--- src/rtl/direct_mapped_cache_tag_check_core_defines.svh ---
// Assertion macros for the direct-mapped cache tag check core
`ifndef DIRECT_MAPPED_CACHE_TAG_CHECK_CORE_DEFINES_SVH
`define DIRECT_MAPPED_CACHE_TAG_CHECK_CORE_DEFINES_SVH

// same-cycle implication, off while reset is asserted
`define DMC_ASSERT_NOW(label, clk, rst_n, ante, cons, msg) \
  label: assert property (@(posedge clk) disable iff (!rst_n) (ante) |-> (cons)) \
    else $error(msg);

// next-cycle implication, off while reset is asserted
`define DMC_ASSERT_NEXT(label, clk, rst_n, ante, cons, msg) \
  label: assert property (@(posedge clk) disable iff (!rst_n) (ante) |=> (cons)) \
    else $error(msg);

`endif

--- src/rtl/dmc_pkg.sv ---
// Shared types and constants for the direct-mapped cache tag check
package dmc_pkg;

  localparam int MAX_LINES = 16384;
  localparam int LINE_W    = $clog2(MAX_LINES);
  localparam int ADDR_W    = 32;
  localparam int TAG_W     = 32;
  localparam int CNT_W     = 32;
  localparam int CFG_W     = 4;
  localparam int CFG_IDX_W = 2;
  localparam int IDX_FIELD_W = 14;

  localparam logic [CFG_W-1:0] OFFSET_BITS_RESET = 4'd6;
  localparam logic [CFG_W-1:0] INDEX_BITS_RESET  = 4'd4;
  localparam logic [CFG_W-1:0] OFFSET_BITS_LIMIT = 4'd12;
  localparam logic [CFG_W-1:0] INDEX_BITS_LIMIT  = 4'd14;

  localparam logic [CFG_IDX_W-1:0] REG_OFFSET_BITS = 2'd0;
  localparam logic [CFG_IDX_W-1:0] REG_INDEX_BITS  = 2'd1;

  typedef struct packed {
    logic [LINE_W-1:0] idx;
    logic [TAG_W-1:0]  tag;
  } split_t;

  typedef struct packed {
    logic             valid;
    logic [TAG_W-1:0] tag;
  } entry_t;

endpackage

--- src/rtl/dmc_addr_split.sv ---
// Address split into line index and tag under the configured field widths
module dmc_addr_split (
  input  logic [dmc_pkg::ADDR_W-1:0] address,
  input  logic [dmc_pkg::CFG_W-1:0]  offset_bits,
  input  logic [dmc_pkg::CFG_W-1:0]  index_bits,
  output dmc_pkg::split_t            split
);

  logic [dmc_pkg::CFG_W-1:0]       ob;
  logic [dmc_pkg::CFG_W-1:0]       ib;
  logic [dmc_pkg::CFG_W:0]         tag_shift;
  logic [dmc_pkg::ADDR_W-1:0]      idx_full;
  logic [dmc_pkg::IDX_FIELD_W-1:0] idx_mask;
  logic [dmc_pkg::IDX_FIELD_W-1:0] idx_field;

  always_comb begin
    ob = (offset_bits > dmc_pkg::OFFSET_BITS_LIMIT) ? dmc_pkg::OFFSET_BITS_LIMIT : offset_bits;
    ib = (index_bits > dmc_pkg::INDEX_BITS_LIMIT) ? dmc_pkg::INDEX_BITS_LIMIT : index_bits;
    tag_shift = {1'b0, ob} + {1'b0, ib};
    idx_full  = address >> ob;
    idx_mask  = ~({dmc_pkg::IDX_FIELD_W{1'b1}} << ib);
    idx_field = idx_full[dmc_pkg::IDX_FIELD_W-1:0] & idx_mask;
    split.idx = idx_field[dmc_pkg::LINE_W-1:0];
    split.tag = dmc_pkg::TAG_W'(address >> tag_shift);
  end

endmodule

--- config.mk ---
export PLATFORM = sky130hd
export DESIGN_NAME = dmc_addr_split
export DESIGN_NICKNAME = d
export VERILOG_FILES = /design/src/rtl/direct_mapped_cache_tag_check_core_defines.svh /design/src/rtl/dmc_pkg.sv /design/src/rtl/dmc_addr_split.sv
export SDC_FILE = /design/constraint.sdc
export NUM_CORES = 1
export LEC_CHECK = 0
export BUFFER_PORTS_ARGS = -buffer_cell sky130_fd_sc_hd__buf_2
export CORE_ASPECT_RATIO = 0.9
export CORE_MARGIN = 2
export CORE_UTILIZATION = 59
export DETAILED_ROUTE_END_ITERATION = 16
export GPL_TIMING_DRIVEN = 0
export PLACE_DENSITY = 0.9
export SLEW_MARGIN = 20
export SYNTH_ARGS = -nofsm -noshare
export SYNTH_HDL_FRONTEND = slang
export SYNTH_SLANG_ARGS = --single-unit
--- constraint.sdc ---
create_clock -name vclk -period 10.5
set_clock_uncertainty 0.1 [all_clocks]
set_input_delay 1.575 -clock vclk [all_inputs]
set_output_delay 1.575 -clock vclk [all_outputs]
set_load 0.005 [all_outputs]
* Word-level counts from Yosys, hierarchy flattened *
Cells that the tools add are included.

word-level totals
  logic and storage cells = 10
  bits of input ports = 40
  flip-flop bits (word level) = 0
  output and inout bits = 46

operators by class
  magnitude comparators = 2
  add/sub/neg operators = 1
  bitwise operators = 2
  muxes and demuxes = 2
  shift operators = 3

operators with widths
  kind                   number
  $shr 32x4->14          1
  $shr 32x5->32          1
  $and 14x14->14         1
  $not 14->14            1
  $shl 14x4->14 const A  1
  $gt 4x4->1 const B     2
  $mux 4                 2
  $add 4x4->5            1

* Depth between registers and ports, before layout *
  depth after elaboration = 5
  depth in mapped cells = 14
  mapped depth without buffers = 11

* Worst setup path before layout *
Ideal clock, no wire load.

  path type = input -> output
  start point = in offset_bits[2] (netlist name)
  end point = out split[4] (netlist name)
  data required time = 8825 ps
  setup slack = 4758 ps
  data arrival time = 4067 ps
  cell stages on the path = 11
  path buffers = 4
  path through = buf_6 a21bo_4 inv_6 buf_2 ha_1 ha_1 buf_1 clkbuf_1 nand2_1 o2bb2a_1 a211oi_1

RTL lines
  item         RTL line             source
  from (decl)  dmc_addr_split.sv:4  input logic [dmc_pkg::CFG_W-1:0] offset_bits,
  to (decl)    dmc_addr_split.sv:6  output dmc_pkg::split_t split

==> impl_results.md <==
- Post-CTS sizing: 0
- Final Hold Vio Count: 0
- Die boundary width: around 80 µm
- Die area: ~5800 µm²
- Leakage power: 1.562 nW
- Area delta synth->final: 15.98%
- Setup CP Type: input port to output pin
- Global placement routability congestion: 1.020
- Total number of vias: 4,114
- Initial Util: 62.47%
- First-pass GRT wire length: 18.13 mm
- Slew Limit Headroom: 46.43%
- RSZ-0062 raised after global routing: no
- Die Ht: 72.51 µm
- Seq cells: 0
- Post-CTS Setup Repair Bufs: 0
- Post-synth top area cell: mux2i_1
- Most frequent cell after synthesis: mux2i_1
- Synth top area share: 21.80%
- CP Launch Type: input port
- Worst Path Max Fanout: 10
- First-pass DRT Iterations: 6
- Status: completed
- Gate Count Post-Synth: between 400 and 500
- Post-synthesis sequential area ratio: 0%
- Power per cell area: 104.6 nW/µm²
- Peak supply drop: roughly 0.065 mV
- Final wirelength: 11.80 mm
- Measured slew at the worst slew-check pin: a little under 800 ps
- Pin count of the biggest net entering global routing: 11
- Hold EP: split[41]
- Hold Crit Depth: 4
- Post-Syn Area: 3077 µm²
- Hold buffer count at cts: 0
- Final net count: around 550
- Total grt overflow: 0
- Vias in the first global route: 3,613
- Register area: 0 µm²
- Final setup fails: 0
- HP Class: input port to output pin
- Antenna violations before repair: 0
- Syn_nets: 463
- Fin util: between 70% and 80%
- Sum Neg Setup Slack: 0 ps
- Maxcap violations: 0
- Routed wire length per instance: 20.84 µm
- Distinct cells, synth: 70
- Crit path arrival time: approximately 4900 ps
- Synth Warn #: 0
- Slew Viols, Final: 0
- Fill cell count: ~440
- IO Port Bufs: a little over 80
- Layout cells sized above 1: 27.35%
- Std cell rows: 24
- Total GRT Usage: 38.98%
- Commonest cells in the netlist: mux2i_1, nand2_1, nor2_1, nand3_1, nand4_1
- Period utilization: 62.88%
- Post-route ant nets: 0
- Detailed Place HPWL: 9.450 mm
- Multi-input combinational cell area: 2781 µm²
- Via density: ~7.3
- WP data required: 8830 ps
- Worst Min Path Start: index_bits[3]
- Starting DRT DRC Count: 639
- Post-route DRC violation count: 0
- Synth area leaders: mux2i_1, nand4_1, a211oi_1
- Worst setup EP type: output pin
- ANT cells: 0
- Max frequency: 0.1514 GHz
- Clock period minus worst slack: 6603 ps
- Clock Buffer Count: 0
- IO Count: 86
- Syn Area/Cell: around 7.3 µm²
- Core Region: between 4000 and 5000 µm²
==> how the worst max path moves through the flow <==
stage / cells past startpoint / to / start
CTS: 12 / split[4] / offset_bits[1]
global placement: 12 / split[4] / offset_bits[1]
finish: 15 / split[0] / offset_bits[2]
floorplan: 11 / split[4] / offset_bits[2]
global route: 15 / split[3] / offset_bits[1]
detailed placement: 12 / split[4] / offset_bits[1]
==> power by group <==
part / switching [mW] / leakage [nW] / total [mW] / internal, mW
registers: 0 / 0 / 0 / 0
logic: 0.222 / 1.56 / 0.373 / 0.151
clock network: 0 / 0 / 0 / 0
==> per-stage QoR <==
step                hold WS (ps)  setup slack (ps)  std cells  cell area (µm²)  power (mW)
floorplan                   3181              4758        419             3077      0.2424
global placement            3444              4084        566             3568      0.3532
detailed placement          3467              4084        566             3568      0.3566
CTS                         3466              4070        566             3568      0.3584
global route                3497              3793        566             3568      0.3955
finish                      3474              3897        566             3568      0.3732
==> routing by layer <==
layer,vias up,track usage [%],wire length (µm)
met5,-,0,0
met2,324,60.65,5114
met4,0,8.286,282
met1,1916,55.58,4884
li1,1824,-,-
met3,50,8.085,1514
==> area by class of cell <==
type	count	share of cell area [%]
inverter	5	0.6662
buffer	44	7.609
timing repair buffer	82	11.50
multi-input combinational	370	77.95
tap	65	2.279
==> cells in the final DEF, fill, tap and decap left out, types with 5 or more instances in the layout <==
master	Yosys	final
buf_2	13	95
mux2i_1	67	67
nand2_1	33	33
nor2_1	28	28
nand3_1	27	27
nand4_1	22	22
a21oi_1	21	21
a211oi_1	18	18
clkbuf_1	17	17
o21ai_0	16	16
a22oi_1	13	13
and2_1	10	10
and3_1	7	7
nor2b_1	7	7
a32oi_1	6	6
mux4_2	6	6
o2111ai_1	6	6
a221oi_1	6	6
buf_6	5	5
buf_4	5	5
mux2_2	5	5
==> cells by family (layout without fill, tap and decap cells) <==
logic type | count (synthesis) | count (layout) | synth area share (%)
and+or+nand+nor | 157 | 157 | 27.73
adders and majority gates | 4 | 4 | 1.627
xor gates and xnor gates | 6 | 6 | 2.197
AOI/OAI and AO/OA | 125 | 125 | 30.83
muxes | 78 | 78 | 28.02
buffers and inverters | 49 | 131 | 9.597
==> worst max-delay path, cell delays in order <==
cell      delay (ps)
buf_6            120
a21bo_4          260
inv_6            120
buf_2            310
ha_1             270
ha_1             270
nor2b_1           60
o21ai_0          150
a211o_1          160
o21ai_0          300
clkbuf_1         330
nor2_1           540
nand2_1          100
and4bb_1         230
buf_2            130
Power figures use the tool's default switching activity.
